$ cat src/design/rhc_pkg.sv
package rhc_pkg;

   // Pixel and hue formats
   localparam int CHANNEL_BITS      = 8;
   localparam int HUE_FRACTION_BITS = 4;
   localparam int SECTOR_UNIT       = 60 * (2 ** HUE_FRACTION_BITS);
   localparam int FULL_TURN         = 6 * SECTOR_UNIT;
   localparam int HUE_BITS          = $clog2(FULL_TURN);
   localparam int UNIT_BITS         = $clog2(SECTOR_UNIT + 1);
   localparam int CHAN_FULL         = (2 ** CHANNEL_BITS) - 1;

   // Divider geometry: one quotient bit per pipeline stage
   localparam int DIV_STEPS = (CHANNEL_BITS > UNIT_BITS) ? CHANNEL_BITS : UNIT_BITS;
   localparam int REM_BITS  = CHANNEL_BITS + DIV_STEPS;

   // Which channel is largest
   localparam logic [1:0] SECTOR_RED   = 2'd0;
   localparam logic [1:0] SECTOR_GREEN = 2'd1;
   localparam logic [1:0] SECTOR_BLUE  = 2'd2;

   typedef logic [CHANNEL_BITS-1:0] chan_type;
   typedef logic [HUE_BITS-1:0]     hue_type;

   // After the max/min stage
   typedef struct packed {
      chan_type   hi;
      chan_type   lo;
      chan_type   minuend;
      chan_type   subtrahend;
      logic [1:0] sector;
   } front_type;

   // Travels through the divider stages
   typedef struct packed {
      logic [REM_BITS-1:0]  sat_rem;
      logic [REM_BITS-1:0]  sat_dsr;
      logic [DIV_STEPS-1:0] sat_q;
      logic [REM_BITS-1:0]  hue_rem;
      logic [REM_BITS-1:0]  hue_dsr;
      logic [DIV_STEPS-1:0] hue_q;
      logic [1:0]           sector;
      logic                 neg;
      logic                 grey;
      logic                 black;
      chan_type             bright;
   } div_type;

endpackage

$ cat src/design/rhc_req_if.sv
interface rhc_req_if ();
   import rhc_pkg::*;

   logic     valid;
   logic     ready;
   chan_type red;
   chan_type green;
   chan_type blue;

   modport source (output valid, output red, output green, output blue, input ready);
   modport sink   (input valid, input red, input green, input blue, output ready);
endinterface

$ cat src/design/rhc_rsp_if.sv
interface rhc_rsp_if ();
   import rhc_pkg::*;

   logic     valid;
   logic     ready;
   hue_type  hue;
   chan_type saturation;
   chan_type brightness;

   modport source (output valid, output hue, output saturation, output brightness,
                   input ready);
   modport sink   (input valid, input hue, input saturation, input brightness,
                   output ready);
endinterface

$ cat src/design/rgb_to_hsv_converter.sv
// RGB to HSV converter: takes one pixel per clock unless the output side stalls, and
// returns hue in sixteenths of a degree (0 to 5759), saturation (0 to 255) and value
// (the largest channel). The block is a fully pipelined chain of 13 register stages,
// and a pixel's result is presented from the output register of the last one. A new
// pixel can be taken every cycle unless the output stalls. The first stage finds max,
// min and the sector and the second sets up the dividends. One restoring divider stage
// per quotient bit (10 of them) forms saturation and hue side by side, and the last
// stage adds the sector offset into the output register. Every stage carries its own
// valid bit, so a stalled output only backs up the pipeline as far as it is full.
module rgb_to_hsv_converter (
   input  logic       clock,
   input  logic       reset,
   rhc_req_if.sink    req_bus,
   rhc_rsp_if.source  rsp_bus
);
   import rhc_pkg::*;

   logic [DIV_STEPS:0] chain_valid;
   logic [DIV_STEPS:0] chain_ready;
   div_type            chain_data [DIV_STEPS+1];

   // Max/min and dividend setup
   rhc_prep u_prep (
      .clock     (clock),
      .reset     (reset),
      .in_valid  (req_bus.valid),
      .in_ready  (req_bus.ready),
      .in_red    (req_bus.red),
      .in_green  (req_bus.green),
      .in_blue   (req_bus.blue),
      .out_valid (chain_valid[0]),
      .out_ready (chain_ready[0]),
      .out_data  (chain_data[0])
   );

   // One quotient bit per stage
   for (genvar i = 0; i < DIV_STEPS; i++) begin : g_div
      rhc_div_stage u_div_stage (
         .clock     (clock),
         .reset     (reset),
         .in_valid  (chain_valid[i]),
         .in_ready  (chain_ready[i]),
         .in_data   (chain_data[i]),
         .out_valid (chain_valid[i+1]),
         .out_ready (chain_ready[i+1]),
         .out_data  (chain_data[i+1])
      );
   end

   // Sector offset, wrap and output register
   rhc_post u_post (
      .clock          (clock),
      .reset          (reset),
      .in_valid       (chain_valid[DIV_STEPS]),
      .in_ready       (chain_ready[DIV_STEPS]),
      .in_data        (chain_data[DIV_STEPS]),
      .out_valid      (rsp_bus.valid),
      .out_ready      (rsp_bus.ready),
      .out_hue        (rsp_bus.hue),
      .out_saturation (rsp_bus.saturation),
      .out_brightness (rsp_bus.brightness)
   );

`ifndef ASSERT_OFF
   // Hue stays inside one turn
   a_hue_range: assert property (@(posedge clock) disable iff (reset)
      rsp_bus.valid |-> (rsp_bus.hue < HUE_BITS'(FULL_TURN)))
      else $error("hue out of range");

   // A black pixel has no saturation
   a_black_sat: assert property (@(posedge clock) disable iff (reset)
      (rsp_bus.valid && (rsp_bus.brightness == '0)) |-> (rsp_bus.saturation == '0))
      else $error("saturation set on black pixel");

   // Zero saturation means a grey pixel, whose hue is zero
   a_grey_hue: assert property (@(posedge clock) disable iff (reset)
      (rsp_bus.valid && (rsp_bus.saturation == '0)) |-> (rsp_bus.hue == '0))
      else $error("hue set on grey pixel");
`endif
endmodule

$ cat src/design/rhc_prep.sv
module rhc_prep (
   input  logic              clock,
   input  logic              reset,
   input  logic              in_valid,
   output logic              in_ready,
   input  rhc_pkg::chan_type in_red,
   input  rhc_pkg::chan_type in_green,
   input  rhc_pkg::chan_type in_blue,
   output logic              out_valid,
   input  logic              out_ready,
   output rhc_pkg::div_type  out_data
);
   import rhc_pkg::*;

   logic      front_valid_ff;
   front_type front_ff;
   front_type front_in;
   logic      front_ready;
   logic      div_valid_ff;
   div_type   div_ff;
   div_type   div_in;
   logic      div_ready;
   chan_type  span;
   logic      neg;
   chan_type  abs_diff;

   // Find largest and smallest channel and pick the difference for the sector
   always_comb begin
      front_in = '0;
      front_in.hi = in_red;
      front_in.lo = in_red;
      if (in_green > front_in.hi) front_in.hi = in_green;
      if (in_blue > front_in.hi) front_in.hi = in_blue;
      if (in_green < front_in.lo) front_in.lo = in_green;
      if (in_blue < front_in.lo) front_in.lo = in_blue;
      if (in_red == front_in.hi) begin
         front_in.sector     = SECTOR_RED;
         front_in.minuend    = in_green;
         front_in.subtrahend = in_blue;
      end else if (in_green == front_in.hi) begin
         front_in.sector     = SECTOR_GREEN;
         front_in.minuend    = in_blue;
         front_in.subtrahend = in_red;
      end else begin
         front_in.sector     = SECTOR_BLUE;
         front_in.minuend    = in_red;
         front_in.subtrahend = in_green;
      end
   end

   assign front_ready = !front_valid_ff || div_ready;
   assign in_ready    = front_ready;

   always_ff @(posedge clock) begin
      if (reset) begin
         front_valid_ff <= 1'b0;
      end else if (front_ready) begin
         front_valid_ff <= in_valid;
      end
   end

   always_ff @(posedge clock) begin
      if (front_ready && in_valid) begin
         front_ff <= front_in;
      end
   end

   // Build dividends and left-aligned divisors
   assign span     = front_ff.hi - front_ff.lo;
   assign neg      = front_ff.minuend < front_ff.subtrahend;
   assign abs_diff = neg ? (front_ff.subtrahend - front_ff.minuend)
                         : (front_ff.minuend - front_ff.subtrahend);

   always_comb begin
      div_in         = '0;
      div_in.sat_rem = REM_BITS'({span, CHANNEL_BITS'(0)}) - REM_BITS'(span);
      div_in.sat_dsr = REM_BITS'(front_ff.hi) << (DIV_STEPS - 1);
      div_in.hue_rem = REM_BITS'(abs_diff) * REM_BITS'(SECTOR_UNIT);
      div_in.hue_dsr = REM_BITS'(span) << (DIV_STEPS - 1);
      div_in.sector  = front_ff.sector;
      div_in.neg     = neg;
      div_in.grey    = (span == '0);
      div_in.black   = (front_ff.hi == '0);
      div_in.bright  = front_ff.hi;
   end

   assign div_ready = !div_valid_ff || out_ready;

   always_ff @(posedge clock) begin
      if (reset) begin
         div_valid_ff <= 1'b0;
      end else if (div_ready) begin
         div_valid_ff <= front_valid_ff;
      end
   end

   always_ff @(posedge clock) begin
      if (div_ready && front_valid_ff) begin
         div_ff <= div_in;
      end
   end

   assign out_valid = div_valid_ff;
   assign out_data  = div_ff;
endmodule

$ cat src/design/rhc_div_stage.sv
module rhc_div_stage (
   input  logic             clock,
   input  logic             reset,
   input  logic             in_valid,
   output logic             in_ready,
   input  rhc_pkg::div_type in_data,
   output logic             out_valid,
   input  logic             out_ready,
   output rhc_pkg::div_type out_data
);
   import rhc_pkg::*;

   logic    valid_ff;
   div_type data_ff;
   div_type data_in;
   logic    sat_fits;
   logic    hue_fits;

   // Resolve one quotient bit of each divider, then move the divisors down
   assign sat_fits = in_data.sat_rem >= in_data.sat_dsr;
   assign hue_fits = in_data.hue_rem >= in_data.hue_dsr;

   always_comb begin
      data_in         = in_data;
      data_in.sat_rem = sat_fits ? (in_data.sat_rem - in_data.sat_dsr) : in_data.sat_rem;
      data_in.sat_q   = {in_data.sat_q[DIV_STEPS-2:0], sat_fits};
      data_in.sat_dsr = in_data.sat_dsr >> 1;
      data_in.hue_rem = hue_fits ? (in_data.hue_rem - in_data.hue_dsr) : in_data.hue_rem;
      data_in.hue_q   = {in_data.hue_q[DIV_STEPS-2:0], hue_fits};
      data_in.hue_dsr = in_data.hue_dsr >> 1;
   end

   assign in_ready = !valid_ff || out_ready;

   always_ff @(posedge clock) begin
      if (reset) begin
         valid_ff <= 1'b0;
      end else if (in_ready) begin
         valid_ff <= in_valid;
      end
   end

   always_ff @(posedge clock) begin
      if (in_ready && in_valid) begin
         data_ff <= data_in;
      end
   end

   assign out_valid = valid_ff;
   assign out_data  = data_ff;
endmodule

$ cat src/design/rhc_post.sv
module rhc_post (
   input  logic              clock,
   input  logic              reset,
   input  logic              in_valid,
   output logic              in_ready,
   input  rhc_pkg::div_type  in_data,
   output logic              out_valid,
   input  logic              out_ready,
   output rhc_pkg::hue_type  out_hue,
   output rhc_pkg::chan_type out_saturation,
   output rhc_pkg::chan_type out_brightness
);
   import rhc_pkg::*;

   logic              valid_ff;
   hue_type           hue_ff;
   hue_type           hue_in;
   chan_type          sat_ff;
   chan_type          sat_in;
   chan_type          bright_ff;
   logic [HUE_BITS:0] base;
   logic [HUE_BITS:0] quot;

   // Sector offset
   always_comb begin
      case (in_data.sector)
         SECTOR_RED:   base = '0;
         SECTOR_GREEN: base = (HUE_BITS + 1)'(2 * SECTOR_UNIT);
         SECTOR_BLUE:  base = (HUE_BITS + 1)'(4 * SECTOR_UNIT);
         default:      base = '0;
      endcase
   end

   assign quot = (HUE_BITS + 1)'(in_data.hue_q);

   // Apply the signed quotient and wrap a negative hue by one turn
   always_comb begin
      if (in_data.grey) begin
         hue_in = '0;
      end else if (in_data.neg && (quot > base)) begin
         hue_in = HUE_BITS'(base + (HUE_BITS + 1)'(FULL_TURN) - quot);
      end else if (in_data.neg) begin
         hue_in = HUE_BITS'(base - quot);
      end else begin
         hue_in = HUE_BITS'(base + quot);
      end
   end

   assign sat_in = in_data.black ? '0 : in_data.sat_q[CHANNEL_BITS-1:0];

   assign in_ready = !valid_ff || out_ready;

   always_ff @(posedge clock) begin
      if (reset) begin
         valid_ff <= 1'b0;
      end else if (in_ready) begin
         valid_ff <= in_valid;
      end
   end

   always_ff @(posedge clock) begin
      if (in_ready && in_valid) begin
         hue_ff    <= hue_in;
         sat_ff    <= sat_in;
         bright_ff <= in_data.bright;
      end
   end

   assign out_valid      = valid_ff;
   assign out_hue        = hue_ff;
   assign out_saturation = sat_ff;
   assign out_brightness = bright_ff;
endmodule
$ cat src/flat_wrapper.sv
// flat-port wrapper written by rule: the top's interface ports become plain ports
module rgb_to_hsv_converter_flat import rhc_pkg::*;
  (clock, reset, req_bus_valid, req_bus_red, req_bus_green, req_bus_blue, req_bus_ready, rsp_bus_valid, rsp_bus_hue, rsp_bus_saturation, rsp_bus_brightness, rsp_bus_ready);
  rhc_req_if req_bus_i ();
  rhc_rsp_if rsp_bus_i ();
  input  logic clock;
  input  logic reset;
  input wire logic [$bits(req_bus_i.valid)-1:0] req_bus_valid;
  input wire logic [$bits(req_bus_i.red)-1:0] req_bus_red;
  input wire logic [$bits(req_bus_i.green)-1:0] req_bus_green;
  input wire logic [$bits(req_bus_i.blue)-1:0] req_bus_blue;
  output wire logic [$bits(req_bus_i.ready)-1:0] req_bus_ready;
  output wire logic [$bits(rsp_bus_i.valid)-1:0] rsp_bus_valid;
  output wire logic [$bits(rsp_bus_i.hue)-1:0] rsp_bus_hue;
  output wire logic [$bits(rsp_bus_i.saturation)-1:0] rsp_bus_saturation;
  output wire logic [$bits(rsp_bus_i.brightness)-1:0] rsp_bus_brightness;
  input wire logic [$bits(rsp_bus_i.ready)-1:0] rsp_bus_ready;
  assign req_bus_i.valid = req_bus_valid;
  assign req_bus_i.red = req_bus_red;
  assign req_bus_i.green = req_bus_green;
  assign req_bus_i.blue = req_bus_blue;
  assign req_bus_ready = req_bus_i.ready;
  assign rsp_bus_valid = rsp_bus_i.valid;
  assign rsp_bus_hue = rsp_bus_i.hue;
  assign rsp_bus_saturation = rsp_bus_i.saturation;
  assign rsp_bus_brightness = rsp_bus_i.brightness;
  assign rsp_bus_i.ready = rsp_bus_ready;
  rgb_to_hsv_converter u_core (.clock(clock), .reset(reset), .req_bus(req_bus_i), .rsp_bus(rsp_bus_i));
endmodule
$ cat config.mk
export PLATFORM = sky130hd
export DESIGN_NAME = rgb_to_hsv_converter_flat
export DESIGN_NICKNAME = d
export VERILOG_FILES = /design/src/design/rhc_pkg.sv /design/src/design/rhc_req_if.sv /design/src/design/rhc_rsp_if.sv /design/src/design/rgb_to_hsv_converter.sv /design/src/design/rhc_prep.sv /design/src/design/rhc_div_stage.sv /design/src/design/rhc_post.sv /design/src/flat_wrapper.sv
export SDC_FILE = /design/constraint.sdc
export NUM_CORES = 1
export LEC_CHECK = 0
export BUFFER_PORTS_ARGS = -buffer_cell sky130_fd_sc_hd__buf_2
export CAP_MARGIN = 20
export CORE_MARGIN = 10
export CORE_UTILIZATION = 45
export DETAILED_ROUTE_END_ITERATION = 10
export HOLD_SLACK_MARGIN = 0.06
export SLEW_MARGIN = 30
export SYNTH_ARGS = -nofsm -noshare
export SYNTH_HDL_FRONTEND = slang
export SYNTH_SLANG_ARGS = --single-unit
export TNS_END_PERCENT = 100
$ cat constraint.sdc
create_clock -name clock -period 13.55 [get_ports clock]
set_input_delay 1.355 -clock clock [delete_from_list [all_inputs] [get_ports clock]]
set_output_delay 1.355 -clock clock [all_outputs]
set_load 0.03 [all_outputs]
==> load_flow_metrics.sql <==
INSERT INTO impl_metrics (metric_group, metric, value, unit) VALUES
('timing', 'rsz_0062_raised_after_global_routing', 'no', ''),
('clock_network', 'cts_hold_buffers', '0', ''),
('setup_path', 'cp_slowest_cell', 'sky130_fd_sc_hd__fa_1', ''),
('routing', 'antenna_left', '0', ''),
('layout', 'nNetsFinal', '3365', ''),
('job', 'maxCapViolCount', '0', ''),
('logic_synthesis', 'share_of_the_synthesized_netlist_area_taken_by_xor_and_xnor_gates', '4.843', '%'),
('setup_path', 'critical_path_sink', 'u_core.u_prep.out_data[58]', ''),
('timing', 'min_period_over_period', '44.59', '%'),
('power', 'vdd.ir_drop.worst', '233.5', 'uV'),
('floorplan', 'initial_core_util', '45.40', '%'),
('timing', 'timing_worst_slew_pin_value', '0.9566', 'ns'),
('power', 'leakage', '15.18', 'nW'),
('setup_path', 'depth_of_the_worst_register_to_register_path', '26', ''),
('setup_path', 'rrSetupSlack', '7.51', 'ns'),
('clock_network', 'post-cts-setup-buffers', '0', ''),
('grt', 'wire_length_of_the_first_global_routing_pass', '106.4', 'mm'),
('layout', 'antenna_cells', '0', ''),
('clock_network', 'clock_tree.htree_level_count', '3', ''),
('timing', 'worst_slack', '7.508', 'ns'),
('setup_path', 'timing.setup.critical_path_class', 'reg -> reg', ''),
('logic_synthesis', 'syn-instance-count', '2953', ''),
('grt', 'first_global_vias', '22430', ''),
('layout', 'multi_input_comb_area', '13730', 'um^2'),
('logic_synthesis', 'largest_family_of_logic_cells_by_synthesized_area', 'simple AND/OR/NAND/NOR gates', ''),
('setup_path', 'worst-endpoint-required', '13.89', 'ns'),
('logic_synthesis', 'synth_sequential_area_ratio', '57.84', '%'),
('timing', 'hold_slack', '0.4112', 'ns'),
('logic_synthesis', 'mean_area_per_synthesized_cell', '12.13', 'um^2'),
('logic_synthesis', 'synth_mux_area_share', '2.638', '%'),
('layout', 'num-fill-cells', '6745', ''),
('placement', 'dp_hpwl', '48.83', 'mm'),
('timing', 'final.setup.tns', '0', 'ns'),
('logic_synthesis', 'synth_compound_gate_area_share', '9.365', '%'),
('setup_path', 'timing.rr.start', 'u_core.u_prep.front_ff[10]', ''),
('routing', 'drt-total-wl', '63.97', 'mm'),
('logic_synthesis', 'netlist_area', '35810', 'um^2'),
('placement', 'dp_cells', '4035', ''),
('grt', 'grt_max_degree', '72', ''),
('grt', 'initial_antenna_violation_count', '0', ''),
('logic_synthesis', 'ys_seq_elements', '694', ''),
('setup_path', 'timing.critical_path.depth', '26', ''),
('layout', 'post_layout_instance_count_excluding_filler_cells', '4173', ''),
('timing', 'hold_violations', '0', ''),
('clock_network', 'clock_sink_count', '694', ''),
('floorplan', 'design.die.area', '91250', 'um^2'),
('logic_synthesis', 'synth_edf_count', '681', ''),
('logic_synthesis', 'post_synth_fa_ha_maj_area_fraction', '10.29', '%'),
('layout', 'final_util', '50.63', '%'),
('routing', 'drc', '0', ''),
('clock_network', 'cts.clk_slew.worst_paths', '0.06', 'ns'),
('setup_path', 'path_delay_family', 'compound AO/OA/AOI/OAI gates', ''),
('routing', 'drt_first_pass_iters', '5', ''),
('layout', 'post_route_cells_drive_above_1_share', '8.870', '%'),
('logic_synthesis', 'mappedNetlistNets', '3255', ''),
('clock_network', 'cts_root_buf', 'sky130_fd_sc_hd__clkbuf_16', ''),
('layout', 'mostFrequentLayoutCells', 'sky130_fd_sc_hd__edfxtp_1, sky130_fd_sc_hd__inv_1, sky130_fd_sc_hd__ha_1', ''),
('routing', 'route.vias.total', '21600', ''),
('placement', 'gp_congestion', '0.8700', ''),
('run_status', 'outcome', 'finished, final reports clean', ''),
('timing', 'fmaxAchievable', '0.1655', 'GHz'),
('timing', 'report.final.slew_viol_count', '0', ''),
('layout', 'mostFrequentLayoutCell', 'sky130_fd_sc_hd__edfxtp_1', ''),
('layout', 'layout.cell_area.non_filler', '39930', 'um^2'),
('hold_path', 'timing.hold.worst.class', 'reg -> reg', ''),
('placement', 'placement.cell_area', '37470', 'um^2'),
('logic_synthesis', 'yosys_most_used_dff', 'sky130_fd_sc_hd__edfxtp_1', ''),
('layout', 'final-seq-area', '20710', 'um^2'),
('setup_path', 'timing.critical_path.arrival', '6.38', 'ns'),
('setup_path', 'crit_start', 'u_core.u_prep.front_ff[10]', ''),
('placement', 'buffer_ports.inserted', '58', '');
metal layers:
layer,vias to the layer above,track usage [%],wire length [um]
met1,10260,15.13,25550
met3,133,2.230,2246
li1,10850,-,-
met4,0,6.543,2407
met5,-,0,0
met2,363,26.65,33760
worst register-to-register path, delay by kind of cell (launching register included):
| family | cells | cell delay (ns) |
|---|---|---|
| fa+ha+maj | 5 | 1.75 |
| flops | 1 | 0.39 |
| simple gates | 3 | 0.62 |
| xor+xnor | 2 | 0.58 |
| compound gates | 11 | 1.98 |
| buf+inv | 4 | 0.31 |
| mux | 1 | 0.15 |
state kept, by name, indices dropped and copies added (netlist names):
name and cells:
u_core.g_div.u_div_stage.out_data 569, u_core.u_prep.out_data 49, u_core.u_prep.front_ff 24, u_core.u_post.out_hue 13
u_core.g_div.u_div_stage.out_valid 10, u_core.u_prep.div_in 10, u_core.u_post.out_brightness 8, u_core.u_post.out_saturation 8
u_core.u_post.out_valid 1, u_core.u_prep.front_valid_ff 1, u_core.u_prep.out_valid 1
Yosys cell counts, types with 50 or more instances:
cell | count | area, um^2
sky130_fd_sc_hd__edfxtp_1 | 681 | 20450
sky130_fd_sc_hd__inv_1 | 342 | 1284
sky130_fd_sc_hd__ha_1 | 240 | 3003
sky130_fd_sc_hd__nand2_1 | 209 | 784.5
sky130_fd_sc_hd__nor2_1 | 192 | 720.7
sky130_fd_sc_hd__o21ai_0 | 171 | 855.8
sky130_fd_sc_hd__a21oi_1 | 136 | 680.7
sky130_fd_sc_hd__xnor2_1 | 112 | 980.9
sky130_fd_sc_hd__xor2_1 | 86 | 753.2
sky130_fd_sc_hd__nor2b_1 | 70 | 437.9
sky130_fd_sc_hd__mux2i_1 | 58 | 580.6
sky130_fd_sc_hd__nor3_1 | 50 | 250.2
report_power, final:
group | switching [mW] | internal (mW)
Combinational | 0.924 | 0.758
Clock | 0.815 | 1.19
Sequential | 0.0520 | 2.57
cell families (layout without fill, tap and decap cells):
logic type | Yosys count | in the layout
other | 1 | 1
muxes | 90 | 90
buffers and inverters | 388 | 558
AOI/OAI and AO/OA | 543 | 543
adders and majority gates | 274 | 274
and+or+nand+nor | 765 | 765
DFF | 694 | 694
xor gates and xnor gates | 198 | 198
how the worst min path moves through the flow:
stage               cells after the start                                       end                                     start
floorplan                               0  u_core.g_div[0].u_div_stage.out_data[10]                u_core.u_prep.out_data[10]
global placement                        0  u_core.g_div[8].u_div_stage.out_data[15]  u_core.g_div[7].u_div_stage.out_data[14]
detailed placement                      0  u_core.g_div[3].u_div_stage.out_data[10]  u_core.g_div[2].u_div_stage.out_data[10]
CTS                                     0  u_core.g_div[5].u_div_stage.out_data[18]  u_core.g_div[4].u_div_stage.out_data[17]
global route                            0  u_core.g_div[5].u_div_stage.out_data[61]  u_core.g_div[4].u_div_stage.out_data[60]
finish                                  0  u_core.g_div[5].u_div_stage.out_data[12]  u_core.g_div[4].u_div_stage.out_data[12]
final cells by class:
class / count / share of cell area (%)
tap: 1050 / 3.290
multi-input combinational: 1871 / 34.37
inverter: 342 / 3.215
clock inverter: 47 / 1.159
sequential: 694 / 51.86
timing repair buffer: 78 / 1.122
clock buffer: 91 / 4.982
Power figures use the tool's default switching activity.
